File: src/rtl/assert_macros.svh
// Assertion macros shared by the hash table RTL.
// No dependencies; included by modules that carry concurrent checks.
`ifndef ASSERT_MACROS_SVH
`define ASSERT_MACROS_SVH

// expr must hold at every clock edge out of reset
`define ASSERT_ALWAYS(label, clk, rst_n, expr, msg) \
    label: assert property (@(posedge clk) disable iff (!rst_n) (expr)) \
        else $error(msg);

// cons must hold in the same cycle as ante
`define ASSERT_IMPLIES(label, clk, rst_n, ante, cons, msg) \
    label: assert property (@(posedge clk) disable iff (!rst_n) (ante) |-> (cons)) \
        else $error(msg);

// cons must hold in the cycle after ante
`define ASSERT_NEXT(label, clk, rst_n, ante, cons, msg) \
    label: assert property (@(posedge clk) disable iff (!rst_n) (ante) |=> (cons)) \
        else $error(msg);

`endif

File: src/rtl/lpht_pkg.sv
// Types and constants of the linear probing hash table.
// No dependencies; imported by lpht_hash, lpht_cfg and the top level.
package lpht_pkg;

    localparam int KIND_W   = 2;
    localparam int KEY_W    = 31;
    localparam int DATA_W   = 32;
    localparam int STATUS_W = 2;
    localparam int TOTAL_W  = 11;
    localparam int MAXI_W   = 11;
    localparam int MARK_W   = 2;

    typedef logic [KIND_W-1:0]   t_kind;
    typedef logic [STATUS_W-1:0] t_status;
    typedef logic [MARK_W-1:0]   t_mark;

    localparam t_kind KIND_INSERT = 2'd0;
    localparam t_kind KIND_DELETE = 2'd1;
    localparam t_kind KIND_LOOKUP = 2'd2;

    localparam t_status ST_INSERTED = 2'd0;
    localparam t_status ST_HIT      = 2'd1;
    localparam t_status ST_MISS     = 2'd2;
    localparam t_status ST_FULL     = 2'd3;

    localparam t_mark MARK_EMPTY   = 2'd0;
    localparam t_mark MARK_USED    = 2'd1;
    localparam t_mark MARK_DELETED = 2'd2;

    typedef struct packed {
        t_mark               mark;
        logic [KEY_W-1:0]    key;
        logic [DATA_W-1:0]   payload;
    } t_entry;

    localparam int ENTRY_W = $bits(t_entry);

    // APB register file: one register, word index in paddr[2]
    localparam int CFG_ADDR_W = 3;
    localparam int CFG_DATA_W = 32;
    localparam int CFG_IDX_W  = 1;
    localparam logic [CFG_IDX_W-1:0] REG_MAX_ITEMS = 1'b0;
    localparam logic [MAXI_W-1:0]    MAX_ITEMS_RST = 11'd1024;

endpackage

File: src/rtl/lpht_cfg.sv
// APB register file holding max_items.
// Uses lpht_pkg for register index and reset value.
module lpht_cfg (
    input  logic                                i_clk,
    input  logic                                i_rst_n,
    input  logic                                psel,
    input  logic                                penable,
    input  logic                                pwrite,
    input  logic [lpht_pkg::CFG_ADDR_W-1:0]     paddr,
    input  logic [lpht_pkg::CFG_DATA_W-1:0]     pwdata,
    output logic [lpht_pkg::CFG_DATA_W-1:0]     prdata,
    output logic                                pready,
    output logic [lpht_pkg::MAXI_W-1:0]         o_max_items
);

    import lpht_pkg::*;

    logic [MAXI_W-1:0]    r_max_items;
    logic [MAXI_W-1:0]    n_max_items;
    logic [CFG_IDX_W-1:0] reg_idx;
    logic                 wr_en;

    assign reg_idx = paddr[CFG_ADDR_W-1:2];
    assign wr_en   = psel && penable && pwrite;

    always_comb begin
        n_max_items = r_max_items;
        if (wr_en && (reg_idx == REG_MAX_ITEMS)) begin
            n_max_items = pwdata[MAXI_W-1:0];
        end
    end

    always_ff @(posedge i_clk) begin
        if (!i_rst_n) begin
            r_max_items <= MAX_ITEMS_RST;
        end else begin
            r_max_items <= n_max_items;
        end
    end

    assign prdata      = (reg_idx == REG_MAX_ITEMS) ? CFG_DATA_W'(r_max_items) : '0;
    assign pready      = 1'b1;
    assign o_max_items = r_max_items;

endmodule

File: config.mk
export PLATFORM = sky130hd
export DESIGN_NAME = lpht_cfg
export DESIGN_NICKNAME = d
export VERILOG_FILES = /design/src/rtl/assert_macros.svh /design/src/rtl/lpht_pkg.sv /design/src/rtl/lpht_cfg.sv
export SDC_FILE = /design/constraint.sdc
export NUM_CORES = 1
export LEC_CHECK = 0
export ABC_CLOCK_PERIOD_IN_PS = 1800
export BUFFER_PORTS_ARGS = -buffer_cell sky130_fd_sc_hd__buf_2
export CORE_ASPECT_RATIO = 1.25
export CORE_MARGIN = 10
export CORE_UTILIZATION = 36
export CTS_BUF_LIST = sky130_fd_sc_hd__clkbuf_8
export CTS_CLUSTER_DIAMETER = 200
export DETAILED_ROUTE_END_ITERATION = 6
export GPL_TIMING_DRIVEN = 0
export PLACE_DENSITY = 0.87
export SLEW_MARGIN = 20
export SYNTH_ARGS = -nofsm -noshare
export SYNTH_HDL_FRONTEND = slang
export SYNTH_SLANG_ARGS = --single-unit
File: constraint.sdc
create_clock -name i_clk -period 1.8 [get_ports i_clk]
set_input_delay 0.27 -clock i_clk [delete_from_list [all_inputs] [get_ports i_clk]]
set_output_delay 0.27 -clock i_clk [all_outputs]
set_load 0.05 [all_outputs]
; Word level (Yosys, flattened, before mapping)
; Index checks and enable logic that the tools add are counted.
[classes]
add_sub_neg = 0
multipliers = 0
div_mod_pow = 0
order_cmp = 0
eq_ne = 0
shifts = 0
mux = 1
bitwise_logic = 1
n_reduce_logical = 3
[op_table]
columns = operator, n
row1 = $mux W11, 1
row2 = $logic_and A1 B1 Y1, 3
row3 = $not A1 Y1, 1
[word_totals]
register_bits = 11
latchBits = 0
mem_bits_rw = 0
romBits = 0
input_bits = 40
output_inout_bits = 44
wordCells = 6
memories = 0

; Logic depth before layout (Yosys ltp)
[logic_depth]
ltp_word = 3
mapped_depth = 3
mapped_depth_nobuf = 2

; Worst setup path before layout
; Ideal clock, no wire load.
[synth_timing]
kind = flip-flop to output port
from = register r_max_items[10], in the netlist o_max_items[10]
to = output prdata[10] (netlist name)
arrival_ps = 1410
required_ps = 1530
path_slack_ps = 120
stages_incl_launch_ff = 2
path_buffers = 0
path_cell_list = dfxtp_1 -> nor2b_1
[synth_via]
elab_chain_len = 1
[synth_lines]
columns = item, line_no
row1 = start: declaration, lpht_cfg.sv:18  ; logic [MAXI_W-1:0] r_max_items;
row2 = start signal: assignment, lpht_cfg.sv:37  ; r_max_items <= n_max_items;
row3 = $mux W11, lpht_cfg.sv:41  ; assign prdata = (reg_idx == REG_MAX_ITEMS) ? CFG_DATA_W'(r_max_items) : '0;
row4 = end: declaration, lpht_cfg.sv:11  ; output logic [lpht_pkg::CFG_DATA_W-1:0] prdata,
; Every way passes these cells.

; Worst setup path after layout
[layout_timing]
from = register r_max_items[3], in the netlist o_max_items[3]
to = output prdata[3] (netlist name)
; Same word-level chain as after synthesis.

==> results.md <==
* Status: completed
* Nets at 187
* Unrepaired setup endpoints after global routing: false
* Hold Crit Class: in2reg
* Setup crit start kind: flip-flop
* Starting Density at 39.1%
* Final Hold Fails at 0
* GP Congestion at 0.652
* Largest stage delay on the critical path at 0.35 ns
* Total power density per cell area at 696 nW/um^2
* CTS buffer count at 3
* Initial antenna violation count at 0
* Crit path DAT at 1.01 ns
* Peak supply drop at 0.361 mV
* Average size of a mapped cell at 8.42 um^2
* Required @ worst endpoint at 1.53 ns
* DR pass1 iterations at 2
* Worst path cell trace: nor2b_1 > buf_2
* Post-Route Skew at 0 ns
* Yosys top cell by area: dfxtp_1
* Sequential element share of the synthesized area at 31.2%
* DRC violations left at 0
* Slowest-stage cell, CP: dfxtp_1
* Clk root buf: clkbuf_8
* Final WL at 2030 um
* Port Buffers at 38
* Die Y-Extent at 69.5 um
* Synthesized area at 707 um^2
* Die width at 59.6 um
* Setup bufs post-CTS at 0
* Per-cell routed wire length at 12.3 um
* Die area at 4150 um^2
* Worst setup path category: reg2out
* Vias/cell at 3.93
* Yosys top cell area share at 31.2%
* Cts repair resizes at 0
* Grt ovf at 0
* CTS tree: done
* Total GRT Usage at 8.91%
* Fin util at 57.6%
* Max cap viols at 0
* Share of layout cells above drive strength 1 at 45.2%
* Synth Warn # at 0
* Total core area at 1810 um^2
* Final Setup Violations at 0
* Final Cycle Share at 71.0%
* CTS max path bufs at 2
* Setup TNS at 0 ns
* Max reg flops at 11
* H-Tree Depth at 1
* Fmax at 782 MHz
* Fillers at 168
* Leakage power at 0.592 nW
* # diodes at 0
* Routed Antenna Nets at 0
* Largest net degree at the start of global routing at 11
* Area grow syn2layout at 47.3%
* Seq cells post-synth at 11
* CTS Sinks at 11
* CP max FO at 3
* Clock-pin slew on the worst setup and hold paths at 0.05 ns
* First-pass GRT wire length at 3000 um
* CTS hold repair buffers at 0
* Post-layout minimum cycle time at 1.28 ns
* Mapped Cells at 84
* Top post-synthesis cells by area: dfxtp_1 (31%), buf_4 (23%), mux2i_1 (16%)
* Final HPWL DP at 1720 um
* Routed via count at 649
* Iteration-0 DRC Markers at 6
* Post-synth cell types at 11
* Critical path endpoint category: output port
* FP Rows at 17
* Top Ports at 84
* Clk_lat worst skew at 0.23 ns
* Fin. max-slew vios at 0
* Vias in the first global route at 649
## power breakdown
part	switching, W	leakage, nW	internal (W)
Combinational	0.000170	0.476	0.0000664
Sequential	0.00000331	0.0891	0.000250
Clock	0.0000854	0.0269	0.000149
## cells in the final DEF, fill, tap and decap left out
cell,Yosys,layout
buf_2,1,39
buf_4,22,22
conb_1,2,22
nand2_1,20,20
nor2b_1,12,12
mux2i_1,11,11
dfxtp_1,11,11
clkbuf_8,0,3
clkbuf_1,2,2
and4b_4,1,1
buf_12,1,1
and2b_1,1,1
inv_1,0,1
## layout make-up
cell class / instances / area, um^2 / area share, %
Sequential cell: 11 / 220 / 21.2
Clock buffer: 3 / 41.3 / 3.97
Buffer: 26 / 198 / 19.0
Timing Repair Buffer: 38 / 190 / 18.3
Tap cell: 19 / 23.8 / 2.28
Multi-Input combinational cell: 67 / 364 / 35.0
Clock inverter: 1 / 3.75 / 0.361
## synth_stat cells
library cell,instances
mux2i_1,11
and4b_4,1
conb_1,2
nor2b_1,12
clkbuf_1,2
dfxtp_1,11
buf_2,1
buf_4,22
nand2_1,20
and2b_1,1
buf_12,1
## stage by stage
step	hold slack, ns	total power (W)	setup slack [ns]	instance area, um^2	cells
after detailed placement	0.460	0.000492	0.550	996	161
after global routing	0.275	0.000762	0.460	1040	165
after CTS	0.274	0.000738	0.506	1040	165
after floorplan	0.412	0.000457	0.120	782	104
after global placement	0.449	0.000490	0.579	996	161
final	0.280	0.000724	0.521	1040	165
## routing by layer
metal	track usage, %	routed length (um)	vias to the layer above
met5	0	0	-
met2	15.3	1030	36
met4	2.99	0	0
met1	8.29	703	273
met3	5.30	290	0
li1	-	-	340
## worst max-delay path, delay by kind of cell, from the launching register on
| family | cells | cell delay, ns |
|---|---|---|
| AND/OR/NAND/NOR | 1 | 0.15 |
| buffers and inverters | 1 | 0.28 |
| flip-flops | 1 | 0.35 |
## final timing paths
| check | cells past startpoint | slack (ns) | startpoint | to |
|---|---|---|---|---|
| setup reg to reg | 2 | 1.18 | o_max_items[8]$_SDFFE_PN0P_ | o_max_items[8]$_SDFFE_PN0P_ |
| hold / removal | 3 | 0.28 | pwdata[3] | o_max_items[3]$_SDFFE_PN0P_ |
| hold reg to reg | 2 | 0.46 | o_max_items[6]$_SDFFE_PN0P_ | o_max_items[6]$_SDFFE_PN0P_ |
| setup / recovery | 2 | 0.52 | o_max_items[3]$_SDFFE_PN0P_ | prdata[3] |
## kinds of logic (layout without fill, tap and decap cells)
group                  after synthesis  after routing  synth area share, %
buffers and inverters               26             68                 28.0
AND/OR/NAND/NOR                     34             34                 24.2
other                                2             22                 1.06
multiplexers                        11             11                 15.6
flip-flops                          11             11                 31.2
Note: power is estimated with default switching activity, not from simulation.
