## config.mk

```make
export PLATFORM = sky130hd
export DESIGN_NAME = lpht_hash
export DESIGN_NICKNAME = d
export VERILOG_FILES = /design/src/rtl/assert_macros.svh /design/src/rtl/lpht_pkg.sv /design/src/rtl/lpht_hash.sv
export SDC_FILE = /design/constraint.sdc
export NUM_CORES = 1
export LEC_CHECK = 0
export BUFFER_PORTS_ARGS = -buffer_cell sky130_fd_sc_hd__buf_2
export CAP_MARGIN = 10
export CORE_AREA = 2 2 39 41
export CTS_BUF_LIST = sky130_fd_sc_hd__clkbuf_4 sky130_fd_sc_hd__clkbuf_8
export DETAILED_ROUTE_END_ITERATION = 8
export DIE_AREA = 0 0 41 43
export MAX_ROUTING_LAYER = met4
export PLACE_DENSITY = 0.74
export SYNTH_ARGS = -nofsm -noshare
export SYNTH_HDL_FRONTEND = slang
export SYNTH_SLANG_ARGS = --single-unit
```

## constraint.sdc

```tcl
create_clock -name i_clk -period 1.1 [get_ports i_clk]
set_clock_uncertainty 0.15 [all_clocks]
set_input_delay 0.165 -clock i_clk [delete_from_list [all_inputs] [get_ports i_clk]]
set_output_delay 0.165 -clock i_clk [all_outputs]
set_load 0.005 [all_outputs]
```

## src/rtl/assert_macros.svh

```systemverilog
// Assertion macros shared by the hash table RTL.
// No dependencies; included by modules that carry concurrent checks.
`ifndef ASSERT_MACROS_SVH
`define ASSERT_MACROS_SVH

// expr must hold at every clock edge out of reset
`define ASSERT_ALWAYS(label, clk, rst_n, expr, msg) \
    label: assert property (@(posedge clk) disable iff (!rst_n) (expr)) \
        else $error(msg);

// cons must hold in the same cycle as ante
`define ASSERT_IMPLIES(label, clk, rst_n, ante, cons, msg) \
    label: assert property (@(posedge clk) disable iff (!rst_n) (ante) |-> (cons)) \
        else $error(msg);

// cons must hold in the cycle after ante
`define ASSERT_NEXT(label, clk, rst_n, ante, cons, msg) \
    label: assert property (@(posedge clk) disable iff (!rst_n) (ante) |=> (cons)) \
        else $error(msg);

`endif

```

## src/rtl/lpht_pkg.sv

```systemverilog
// Types and constants of the linear probing hash table.
// No dependencies; imported by lpht_hash, lpht_cfg and the top level.
package lpht_pkg;

    localparam int KIND_W   = 2;
    localparam int KEY_W    = 31;
    localparam int DATA_W   = 32;
    localparam int STATUS_W = 2;
    localparam int TOTAL_W  = 11;
    localparam int MAXI_W   = 11;
    localparam int MARK_W   = 2;

    typedef logic [KIND_W-1:0]   t_kind;
    typedef logic [STATUS_W-1:0] t_status;
    typedef logic [MARK_W-1:0]   t_mark;

    localparam t_kind KIND_INSERT = 2'd0;
    localparam t_kind KIND_DELETE = 2'd1;
    localparam t_kind KIND_LOOKUP = 2'd2;

    localparam t_status ST_INSERTED = 2'd0;
    localparam t_status ST_HIT      = 2'd1;
    localparam t_status ST_MISS     = 2'd2;
    localparam t_status ST_FULL     = 2'd3;

    localparam t_mark MARK_EMPTY   = 2'd0;
    localparam t_mark MARK_USED    = 2'd1;
    localparam t_mark MARK_DELETED = 2'd2;

    typedef struct packed {
        t_mark               mark;
        logic [KEY_W-1:0]    key;
        logic [DATA_W-1:0]   payload;
    } t_entry;

    localparam int ENTRY_W = $bits(t_entry);

    // APB register file: one register, word index in paddr[2]
    localparam int CFG_ADDR_W = 3;
    localparam int CFG_DATA_W = 32;
    localparam int CFG_IDX_W  = 1;
    localparam logic [CFG_IDX_W-1:0] REG_MAX_ITEMS = 1'b0;
    localparam logic [MAXI_W-1:0]    MAX_ITEMS_RST = 11'd1024;

endpackage

```

## src/rtl/lpht_hash.sv

```systemverilog
// Home slot unit: key mod SLOTS.
// Uses lpht_pkg. A mask for power-of-two SLOTS, else a reciprocal multiply.
module lpht_hash #(
    parameter int SLOTS = 1024
) (
    input  logic                                    i_clk,
    input  logic                                    i_rst_n,
    input  logic                                    i_start,
    input  logic [lpht_pkg::KEY_W-1:0]              i_key,
    output logic                                    o_done,
    output logic [((SLOTS > 1) ? $clog2(SLOTS) : 1)-1:0] o_home
);

    import lpht_pkg::*;

    localparam int AW = (SLOTS > 1) ? $clog2(SLOTS) : 1;

    generate
        if ((SLOTS & (SLOTS - 1)) == 0) begin : g_mask
            logic          r_done;
            logic [AW-1:0] r_home;

            always_ff @(posedge i_clk) begin
                if (!i_rst_n) begin
                    r_done <= 1'b0;
                end else begin
                    r_done <= i_start;
                end
                if (i_start) begin
                    r_home <= i_key[AW-1:0];
                end
            end

            assign o_done = r_done;
            assign o_home = r_home;
        end else begin : g_divide
            // quotient = (key * RECIP) >> SHIFT, exact for every 31-bit key
            localparam int SHIFT  = KEY_W + AW;
            localparam int PROD_W = KEY_W + 16;
            localparam logic [63:0] RECIP =
                ((64'd1 << SHIFT) + 64'(SLOTS) - 64'd1) / 64'(SLOTS);
            localparam logic [15:0]      M_LO    = RECIP[15:0];
            localparam logic [15:0]      M_HI    = RECIP[31:16];
            localparam logic [KEY_W-1:0] MODULUS = KEY_W'(SLOTS);

            logic              r_v1;
            logic              r_v2;
            logic              r_done;
            logic [AW-1:0]     r_key_lo;
            logic [PROD_W-1:0] r_prod_lo;
            logic [PROD_W-1:0] r_prod_hi;
            logic [KEY_W-1:0]  r_quot;
            logic [AW-1:0]     r_home;
            logic [63:0]       prod_sum;
            logic [KEY_W-1:0]  quot_mul;

            assign prod_sum = {1'b0, r_prod_hi, 16'b0} + 64'(r_prod_lo);
            assign quot_mul = r_quot * MODULUS;

            always_ff @(posedge i_clk) begin
                if (!i_rst_n) begin
                    r_v1   <= 1'b0;
                    r_v2   <= 1'b0;
                    r_done <= 1'b0;
                end else begin
                    r_v1   <= i_start;
                    r_v2   <= r_v1;
                    r_done <= r_v2;
                end
                if (i_start) begin
                    r_key_lo  <= i_key[AW-1:0];
                    r_prod_lo <= PROD_W'(i_key) * PROD_W'(M_LO);
                    r_prod_hi <= PROD_W'(i_key) * PROD_W'(M_HI);
                end
                if (r_v1) begin
                    r_quot <= KEY_W'(prod_sum >> SHIFT);
                end
                if (r_v2) begin
                    r_home <= r_key_lo - quot_mul[AW-1:0];
                end
            end

            assign o_done = r_done;
            assign o_home = r_home;
        end
    endgenerate

endmodule

```

* Word-level counts from Yosys, hierarchy flattened
Index checks and enable logic that the tools add are counted.
Operators by class: $add $sub $neg 0, multipliers 0, bitwise logic cells 0, reduce and logical (&&, ||, !) cells 0, eq/ne operators 0, divide/modulo/power cells 0, magnitude comparators 0, shift operators 0, muxes and demuxes 0
Word-level totals: memories kept 0, latch bits 0, ROM bits 0, bits in writable memories 0, flip-flop bits (word level) 11, output and inout bits 11, word-level logic and storage cells 2

* Logic depth before layout (Yosys ltp)
word-level depth 0, depth in mapped cells 1

* Worst setup path before layout
OpenSTA, ideal clock, no wires.
path kind register to output, start register g_mask.r_home[0] (netlist: o_home[0]), end output port o_home[0] (netlist name), stages on the path, launching flop included 1, path slack 0.430 ns, data arrival time 0.355 ns, cell sequence edfxtp_1
RTL lines:
- start: declaration | line lpht_hash.sv:21 | logic [AW-1:0] r_home;
- start signal: assignment | line lpht_hash.sv:30 | r_home <= i_key[AW-1:0];
- end: declaration | line lpht_hash.sv:11 | output logic [((SLOTS > 1) ? $clog2(SLOTS) : 1)-1:0] o_home
No word-level cell between the ends.

* Worst setup path after layout
start register g_mask.r_home[6] (netlist: o_home[6]), end output port o_home[6] (netlist name)
No word-level cell between the ends.

==> impl_metrics.yaml <==
status:
  status: "complete, no violations"
sta:
  fmax_mhz: 928.6
  period_minus_slack_ns: 1.077
  setup_viol: 0
  finalCritPeriodShare_pct: 97.90
  max_slew_margin_pct: 84.42
  slew_viol_final: 0
  hold_viol: 0
  worst_slew_pin_slew_ns: 0.2337
  rsz0062_at_grt: "true"
synthesis:
  synth_area_leaders: "edfxtp_1 92%, dfxtp_1 6.1%, and2_1 1.9%"
  yosys.cell_count.top_type: "edfxtp_1"
  synth_ff_type: "edfxtp_1"
  yosysTopAreaCell: "edfxtp_1"
  ys_ff_latch: 11
  ys_seq_area_share_pct: 98.08
  synth_area_um2: 326.6
  avgSynthCellArea_um2: 27.21
  yosys_warnings: 0
  synthTopCellsByCount: "10 x edfxtp_1, 1 x and2_1, 1 x dfxtp_1"
  synth.distinct_cells: 3
  async_flop_share_pct: 0
  synth_top_area_share_pct: 91.95
  syn_inst: 12
  syn_nets: 46
  synth_edf_count: 10
global_route:
  grt_pass1_vias: 261
  grt.total_usage_pct: 9.644
  grt_pass1_wl_um: 1048
  grt-ovfl-total: 0
  antenna_found_initial: 0
  grt_max_degree: 12
worst_setup_path:
  critPathMaxStageDelay_ns: 0.36
  critPathTopFamily: "flip-flops"
  cp-start-kind: "register"
  cp-end-kind: "output port"
  critical_path_buf_inv_count: 1
  slowest_stage: "edfxtp_1"
  worst-setup-path-type: "reg2out"
  cp_cell_sequence: "buf_2"
  crit_start: "o_home[6]"
  crit_required_ns: 0.78
  worstPathArrival_ns: 0.76
  worstPathMaxFanout: 1
route:
  drt_wl_total_um: 700
  firstDrtPassIters: 1
  drc: 0
  ant_nets: 0
  drt-initial-drc-count: 0
  wire_per_inst_um: 10.61
  via_per_inst: 3.773
  route.vias.total: 249
power:
  p_leak_nw: 0.2645
  power_mw: 0.8770
  power_density_nw_per_um2: 1457
  max-vdd-ir-drop_uv: 927.8
floorplan:
  ios: 45
  initial_core_util_pct: 23.60
  coreArea_um2: 1384
  die_height_um: 43
  die_area_um2: 1763
  die_width_um: 41
  rows: 14
finish:
  drive_gt1_share_pct: 54.00
  nets: 85
  multi_input_area_um2: 6.256
  regArea_um2: 320.3
  fillCellCount: 131
  antenna_cells: 0
  area_growth_pct: 84.29
  final_cell_count_no_fill: 66
cts:
  clk_pin_slew_worst_paths_ns: 0.07
  cts.sinks: 11
  clockBufferDepth: 2
  cts-root-buf: "clkbuf_4"
  cts_resized: 0
  cts_made_buffers: 3
  cts_max_level: 1
  cts_tree: "yes"
worst_hold_path:
  holdCritStartpoint: "i_start"
  hold_class: "in2reg"
place:
  dp_cells: 51
  place_congestion: 0.6219
  io_buffers: 23
flow_run:
  drv_cap: 0
[cells in the final DEF, fill, tap and decap left out]
master / n
and2_1: 1
buf_2: 23
clkbuf_4: 4
dfxtp_1: 1
dlygate4sd3_1: 11
edfxtp_1: 10
[metrics by stage]
step	util (%)	TNS [ns]	hold WS (ns)	worst slack, ns	cell area [um2]
global placement	33.36	0	0.1923	0.2456	461.7
detailed placement	33.36	0	0.1931	0.2214	461.7
finish	43.49	0	0.1278	0.02310	601.8
global route	43.49	-0.1064	0.1398	-0.02420	601.8
CTS	43.49	0	0.1193	0.002082	601.8
floorplan	-	0	0.1139	0.4297	326.6
[kinds of logic after synthesis]
group and share of synthesized area (%):
DFF 98.09, and+or+nand+nor 1.917
[what timing repair did]
action / 4_1_cts / 5_1_grt
buffers inserted: 0 / 0
hold buffers: 11 / 0
hold endpoints to repair: 11 / 0
endpoints found under the setup margin: 0 / 8
[sequential cells by signal, summed over array words and instances, names as in the netlist]
name and flops:
o_home 10, o_done 1
[cell type report]
cell class,instances,share of cell area [%]
flip-flops and latches,11,53.22
well taps,16,3.326
repair buffers,34,37.42
clock buffers,4,4.990
multi-input cells,1,1.040
[power by group]
part           switching, mW  internal (mW)
registers            0.00674          0.491
logic                 0.0320         0.0603
clock network          0.123          0.165
total                  0.162          0.715
[final timing paths]
check / end / slack (ns) / cells past startpoint
hold / removal: o_home[6] / 0.13 / 1
setup / recovery: o_home[6] / 0.02 / 1
[per-layer routing]
layer,up-vias,routed length (um),GRT usage (%)
met4,0,0,6.000
met2,21,323,14.06
met1,106,255,10.24
li1,122,-,-
met5,-,0,-
met3,0,121,4.188
Note: power is estimated with default switching activity, not from simulation.
