**src/rtl/assert_macros.svh**
```systemverilog
// Assertion macros shared by the hash table RTL.
// No dependencies; included by modules that carry concurrent checks.
`ifndef ASSERT_MACROS_SVH
`define ASSERT_MACROS_SVH

// expr must hold at every clock edge out of reset
`define ASSERT_ALWAYS(label, clk, rst_n, expr, msg) \
    label: assert property (@(posedge clk) disable iff (!rst_n) (expr)) \
        else $error(msg);

// cons must hold in the same cycle as ante
`define ASSERT_IMPLIES(label, clk, rst_n, ante, cons, msg) \
    label: assert property (@(posedge clk) disable iff (!rst_n) (ante) |-> (cons)) \
        else $error(msg);

// cons must hold in the cycle after ante
`define ASSERT_NEXT(label, clk, rst_n, ante, cons, msg) \
    label: assert property (@(posedge clk) disable iff (!rst_n) (ante) |=> (cons)) \
        else $error(msg);

`endif

```
**src/rtl/lpht_ram.sv**
```systemverilog
// Generic single-write, single-read RAM with registered read data.
// No dependencies; holds the slot store of the hash table.
module lpht_ram #(
    parameter int WIDTH = 8,
    parameter int DEPTH = 16
) (
    input  logic                      i_clk,
    input  logic                      i_we,
    input  logic [$clog2(DEPTH)-1:0]  i_waddr,
    input  logic [WIDTH-1:0]          i_wdata,
    input  logic [$clog2(DEPTH)-1:0]  i_raddr,
    output logic [WIDTH-1:0]          o_rdata
);

    logic [WIDTH-1:0] r_mem [DEPTH];
    logic [WIDTH-1:0] r_rdata;

    always_ff @(posedge i_clk) begin
        if (i_we) begin
            r_mem[i_waddr] <= i_wdata;
        end
        r_rdata <= r_mem[i_raddr];
    end

    assign o_rdata = r_rdata;

endmodule

```
**config.mk**
```make
export PLATFORM = sky130hd
export DESIGN_NAME = lpht_ram
export DESIGN_NICKNAME = d
export VERILOG_FILES = /design/src/rtl/assert_macros.svh /design/src/rtl/lpht_ram.sv
export SDC_FILE = /design/constraint.sdc
export NUM_CORES = 1
export LEC_CHECK = 0
export ABC_AREA = 1
export BUFFER_PORTS_ARGS = -buffer_cell sky130_fd_sc_hd__buf_2
export CORE_UTILIZATION = 63
export CTS_BUF_LIST = sky130_fd_sc_hd__clkbuf_8
export CTS_CLUSTER_SIZE = 12
export DETAILED_ROUTE_END_ITERATION = 8
export MAX_ROUTING_LAYER = met4
export PLACE_DENSITY = 0.8
export SLEW_MARGIN = 20
export SYNTH_ARGS = -nofsm -noshare
export SYNTH_HDL_FRONTEND = slang
export SYNTH_SLANG_ARGS = --single-unit
```
**constraint.sdc**
```tcl
create_clock -name i_clk -period 1.5 [get_ports i_clk]
set_input_delay 0.3 -clock i_clk [delete_from_list [all_inputs] [get_ports i_clk]]
set_output_delay 0.3 -clock i_clk [all_outputs]
set_load 0.01 [all_outputs]
```
# Word-level counts from Yosys, hierarchy flattened
# Memories as Yosys holds them, arrays and structs flattened. A register that Yosys moved wholly into a read port is not among the register bits.
# Index checks and enable logic that the tools add are counted.
# word_totals
out_inout_bits,8
ram_bits,128
word_cells,3
inputBits,18
n_memories,1
regBits,0
# classes
muxes,2
# mem_list
memory,depth,word_bits,read_ports,rd_clocked_by_memory_dff,wr,line,source
r_mem,16,8,1,1,1,lpht_ram.sv:15,logic [WIDTH-1:0] r_mem [DEPTH];
# ops
operator,n
two-way mux 1 bit,2

# Logic depth before layout (Yosys ltp)
# Gate-level depths: netlist of run 1.
# logic_depth
ltp_word,2
depth_mapped,8
mapped_depth_nobuf,7

# Least setup slack after synthesis of run 1
# Ideal clock, no wire load.
# synth_timing
path_kind,input to register
from,in i_waddr[2]
to,mem r_mem[10][0] (enable)
cell_stages,2
path_buffers,0
setup_ns,0.370
required_ns,1.130
arrival_ns,0.881
slack_ns,0.249
cell_sequence,nand3b_1 nor2_1
# synth_rtl
item,line,source
start: declaration,lpht_ram.sv:9,"input logic [$clog2(DEPTH)-1:0] i_waddr,"
end: declaration,lpht_ram.sv:15,
# No word-level cell before the write port.

# Worst setup path after layout of run 1
# layout_timing
from,"reg r_rdata[3], in the netlist o_rdata[3] (read register of r_mem)"
to,out o_rdata[3]
# layout_rtl
item,line,source
start: declaration,lpht_ram.sv:16,logic [WIDTH-1:0] r_rdata;
end: declaration,lpht_ram.sv:12,output logic [WIDTH-1:0] o_rdata
# No word-level cell between the ends.

==> results of run 1 <==
## cell type report
class,count,share of cell area
repair buffers,51,0.05505
inverters,102,0.05890
multi-input cells,289,0.1867
well taps,108,0.02079
flip-flops and latches,136,0.6160
clock buffers,19,0.04023
clock inverters,13,0.02233
## registers in the layout (all words and copies together) (netlist names)
signal and flops:
r_mem 128, o_rdata 8
## final timing paths
path,start,endpoint,slack (ns),cells past startpoint
setup / recovery,o_rdata[3],o_rdata[3],0.26,1
hold / removal,i_wdata[0],r_mem[10][0],0.29,1
setup reg to reg,r_mem[12][3],o_rdata[3],0.43,6
hold reg to reg,r_mem[15][4],o_rdata[4],0.69,6
## metal layers
layer	part of all wire	routed length, µm	vias up
met5	0	0	-
met4	0.024	316	0
met3	0.096	1245	35
met2	0.50	6566	231
met1	0.38	4879	1911
li1	-	-	1861
## cell families (layout without fill, tap and decap cells)
family                 after synthesis  after routing
flip-flops                         136            136
AND/OR/NAND/NOR                    289            289
buffers and inverters              126            185
## synth_stat cells
| master | count |
|---|---|
| dfxtp_1 | 8 |
| buf_2 | 13 |
| edfxtp_1 | 128 |
| nand3b_1 | 2 |
| nand3_1 | 97 |
| nor2_1 | 17 |
| buf_4 | 4 |
| buf_1 | 1 |
| inv_1 | 100 |
| buf_6 | 6 |
| nand2_1 | 173 |
| inv_2 | 2 |
## cell usage in the layout, fill, tap and decap left out
cell type   synthesis  routed
nand2_1           173     173
edfxtp_1          128     128
inv_1             100     101
nand3_1            97      97
buf_2              13      25
buf_4               4      23
clkbuf_8            0      19
nor2_1             17      17
dfxtp_1             8       8
clkinvlp_4          0       5
inv_6               0       4
buf_12              0       3
inv_2               2       2
nand3b_1            2       2
bufinv_16           0       2
clkinv_4            0       1
## power breakdown
part,switching (mW),internal [mW]
registers,0.0275,4.24
logic,0.378,0.168
clock network,1.43,1.58
total,1.84,5.99
## through the flow
stage                     setup WS, ns  utilization  instances
after floorplan                 0.2492            -        551
after global placement          0.1859       0.6920        686
after detailed placement        0.1135       0.6920        686
after CTS                       0.2315       0.7381        718
after global routing            0.2176       0.7381        718
final                           0.2585       0.7381        718
==> flow_metrics.env, run 1 <==
export IMPL_clock_sinks=136
export IMPL_core_area_um2=8806
export IMPL_use_met2=0.4768
export IMPL_p_per_area_nw_per_um2=1204
export IMPL_drv_cap=0
export IMPL_grt_max_degree=65
export IMPL_synth_top_area_frac=0.6665
export IMPL_htreeDepth=4
export IMPL_cts_root_buf="clkbuf_8"
export IMPL_busiest_layer="met2"
export IMPL_synth_distinct_cells=12
export IMPL_drt_initial_drc_count=539
export IMPL_finalSetupViolCount=0
export IMPL_start_util=0.6549
export IMPL_setup_tns_ns=0
export IMPL_drc=2
export IMPL_synth_top_area_cell="edfxtp_1"
export IMPL_dieArea_um2=9540
export IMPL_cts_made_buffers=17
export IMPL_cp_required_ns=1.20
export IMPL_outcome="complete, but fails checks"
export IMPL_fin_nets=615
export IMPL_hold_viol=0
export IMPL_synthAdderAreaFrac=0
export IMPL_ys_ff_latch=136
export IMPL_placed_cell_area_um2=6093
export IMPL_grtUsageMet3=0.05683
export IMPL_portBuffers=25
export IMPL_antenna_found_initial=0
export IMPL_worstPathArrival_ns=0.94
export IMPL_grt_usage=0.3066
export IMPL_rows=34
export IMPL_yosysWarnings=0
export IMPL_critPathMaxStageDelay_ns=0.36
export IMPL_synth_xor_area_frac=0
export IMPL_clk_pin_slew_worst_paths_ns=0.08
export IMPL_cts_resized=0
export IMPL_io_pins=26
export IMPL_wl_per_cell_um=18.12
export IMPL_n_antenna_cell=0
export IMPL_cp_slowest_cell="dfxtp_1"
export IMPL_multi_input_area_um2=1214
export IMPL_synth_simple_gate_area_share=0.2105
export IMPL_synthCells=551
export IMPL_ys_top_cells_by_area="edfxtp_1, nand2_1, nand3_1"
export IMPL_vias=4038
export IMPL_max_freq_mhz=805.5
export IMPL_drv_slew=0
export IMPL_wirelength_um=13010
export IMPL_crit_chain="buf_2"
export IMPL_postCtsHoldBufs=0
export IMPL_worst_skew_pair_late_latency_ns=0.43
export IMPL_ys_seq_area_frac=0.6943
export IMPL_path_class="flip-flop to primary output"
export IMPL_first_pass_iters=7
export IMPL_grt_pass1_wl_um=20550
export IMPL_path_max_fanout=1
export IMPL_violations="DRC"
export IMPL_p_total_mw=7.828
export IMPL_gp_congestion=0.8087
export IMPL_design_area_um2=6500
export IMPL_use_met1=0.3898
export IMPL_period_share=0.8276
export IMPL_min_path_type="input port to flip-flop"
export IMPL_synth_top_family_by_area="simple AND/OR/NAND/NOR gates"
export IMPL_die_y_um=97.68
export IMPL_p_leak_nw=2.856
export IMPL_seqCellArea_um2=4004
export IMPL_overflow=0
export IMPL_antenna_left=0
export IMPL_path_buf_inv=1
export IMPL_maxSlewHeadroom=0.7521
export IMPL_whs_ns=0.2889
export IMPL_synth_mux_area_frac=0
export IMPL_worst_pin_slew_ns=0.3718
export IMPL_clock_path_buffers=2
export IMPL_cts_tree="yes"
export IMPL_chipWidth_um=97.68
export IMPL_synth_compound_area_frac=0
export IMPL_fin_crit_ns=1.241
export IMPL_critPathTopFamily="flip-flops"
export IMPL_synth_nets=569
export IMPL_endpoint_kind="primary output"
export IMPL_fin_skew_ns=0.01362
export IMPL_rsz0062_at_grt="false"
export IMPL_hpwlAfterDp_um=7947
export IMPL_vdd_drop_max_mv=0.7656
export IMPL_fillCellCount=586
export IMPL_via_per_inst=5.624
export IMPL_synth_area_um2=5767
export IMPL_area_growth_pct=12.71
export IMPL_cts_setup_buffers=0
export IMPL_grt_pass1_vias=3928
export IMPL_drive_above_1_share=0.1377
export IMPL_start_kind="flip-flop"
export IMPL_syn_avg_cell_area_um2=10.47
Power figures use the tool's default switching activity.
==> run 2: changes to the inputs <==
Clock period 1.5 ns to 1.22 ns, I/O delays scaled along.
==> run 2 against run 1 <==
Compared with the run above:
- the flow still finishes with violations (DRC)
- final area increased by 0.48%
- combinational power increased by 23%
- clock skew decreased by 0.0012 ns
- power increased by 24%
- critical path type unchanged
- critical endpoint is now o_rdata[2]
- highest routed layer unchanged
==> flow_metrics.env, run 2 (synthesis results as in run 1) <==
export IMPL_period_share=0.9495
export IMPL_crit_start="o_rdata[2]"
export IMPL_via_per_inst=5.490
export IMPL_core_area_um2=8806
export IMPL_die_y_um=97.68
export IMPL_min_path_type="input port to flip-flop"
export IMPL_drv_cap=0
export IMPL_io_pins=26
export IMPL_hold_path_startpoint="i_wdata[0]"
export IMPL_fin_nets=615
export IMPL_chipWidth_um=97.68
export IMPL_grt_usage=0.2974
export IMPL_crit_chain="buf_2"
export IMPL_rows=34
export IMPL_finalSetupViolCount=0
export IMPL_worst_pin_slew_ns=0.3779
export IMPL_min_to="r_mem[14][0]"
export IMPL_first_pass_iters=7
export IMPL_drc=2
export IMPL_cts_tree="yes"
export IMPL_cp_required_ns=0.98
export IMPL_grt_max_degree=65
export IMPL_cts_setup_buffers=0
export IMPL_wirelength_um=12320
export IMPL_wl_per_cell_um=17.15
export IMPL_fin_skew_ns=0.01243
export IMPL_p_per_area_nw_per_um2=1488
export IMPL_p_leak_nw=2.872
export IMPL_portBuffers=25
export IMPL_worstPathArrival_ns=0.91
export IMPL_grt_pass1_wl_um=20110
export IMPL_endpoint_kind="primary output"
export IMPL_drt_initial_drc_count=500
export IMPL_path_class="flip-flop to primary output"
export IMPL_worst_skew_pair_late_latency_ns=0.43
export IMPL_cts_root_buf="clkbuf_8"
export IMPL_grt_pass1_vias=3893
export IMPL_violations="DRC"
export IMPL_drive_above_1_share=0.1393
export IMPL_fin_crit_ns=1.158
export IMPL_clk_pin_slew_worst_paths_ns=0.08
export IMPL_final_common_cell="nand2_1"
export IMPL_reg2reg_depth=6
export IMPL_rsz0062_at_grt="false"
export IMPL_path_buf_inv=1
export IMPL_outcome="complete, but fails checks"
export IMPL_critPathTopFamily="flip-flops"
export IMPL_vias=3942
export IMPL_maxSlewHeadroom=0.7480
export IMPL_whs_ns=0.2266
export IMPL_path_max_fanout=1
export IMPL_critPathMaxStageDelay_ns=0.35
export IMPL_area_growth_pct=13.26
export IMPL_p_total_mw=9.720
export IMPL_overflow=0
export IMPL_dieArea_um2=9540
export IMPL_largest_reg_flops=128
export IMPL_ff2ff_setup_slack_ns=0.19
export IMPL_hold_path_cell_count=1
export IMPL_hold_viol=0
export IMPL_clock_sinks=136
export IMPL_fillCellCount=559
export IMPL_drv_slew=0
export IMPL_antenna_left=0
export IMPL_cts_made_buffers=17
export IMPL_start_util=0.6549
export IMPL_antenna_found_initial=0
export IMPL_htreeDepth=4
export IMPL_top_register="r_mem"
export IMPL_n_antenna_cell=0
export IMPL_layout_common_cells="nand2_1, edfxtp_1, inv_1"
export IMPL_vdd_drop_max_mv=1.070
export IMPL_max_freq_mhz=863.3
export IMPL_hpwlAfterDp_um=7385
export IMPL_r2r_end="o_rdata[2]"
export IMPL_gp_congestion=0.8339
export IMPL_clock_path_buffers=2
export IMPL_r2r_start="r_mem[3][2]"
export IMPL_cp_slowest_cell="dfxtp_1"
export IMPL_start_kind="flip-flop"
-- run 2: power breakdown --
group / internal (mW) / leakage (nW) / switching, mW
clock: 2.02 / 0.200 / 1.77
sequential: 5.22 / 1.22 / 0.0338
combinational: 0.215 / 1.45 / 0.457
total: 7.46 / 2.87 / 2.26
-- run 2: layout make-up --
class                           count  area, µm²  share of cell area
Clock buffer                       17      234.0             0.03582
Tap cell                          108      135.1             0.02069
Inverter                          102      382.9             0.05862
Clock inverter                     15      177.7             0.02720
Timing Repair Buffer               51      382.9             0.05862
Multi-Input combinational cell    289       1214              0.1858
Sequential cell                   136       4005              0.6132
-- run 2: worst max path at each step --
stage / endpoint / slack (ns) / cells past startpoint
2_1_floorplan: r_mem[4][0] / 0.03 / 2
3_3_place_gp: o_rdata[5] / -0.04 / 7
3_5_place_dp: o_rdata[5] / -0.08 / 7
4_1_cts: o_rdata[6] / 0.03 / 1
5_1_grt: o_rdata[3] / 0.02 / 1
6_report: o_rdata[2] / 0.06 / 1
-- run 2: worst register-to-register path: cells and delay by family, from the launching register on --
family / cells / cell delay, ns
buffers and inverters: 1 / 0.06
flip-flops: 1 / 0.37
AND/OR/NAND/NOR: 5 / 0.48
-- run 2: stage by stage --
stage	instance area [µm²]	setup WS [ns]	cells	TNS (ns)	util
2_1_floorplan	5767	0.02516	551	0	-
3_3_place_gp	6118	-0.04043	686	-0.3163	0.6948
3_5_place_dp	6118	-0.07623	686	-0.9789	0.6948
4_1_cts	6530	0.02699	718	0	0.7415
5_1_grt	6531	0.02410	718	0	0.7417
6_report	6531	0.06163	718	0	0.7417
-- run 2: routing by layer --
| metal | GRT usage | up-vias | wire (µm) |
|---|---|---|---|
| met2 | 0.4446 | 217 | 5849 |
| met5 | - | - | 0 |
| met3 | 0.05324 | 36 | 1080 |
| met1 | 0.4017 | 1826 | 5021 |
| li1 | - | 1863 | - |
| met4 | 0.1399 | 0 | 366 |
-- run 2: repair_timing --
item,4_1_cts,5_1_grt
endpoints found under the setup margin,0,1
hold buffers,0,0
gates resized for setup,0,1
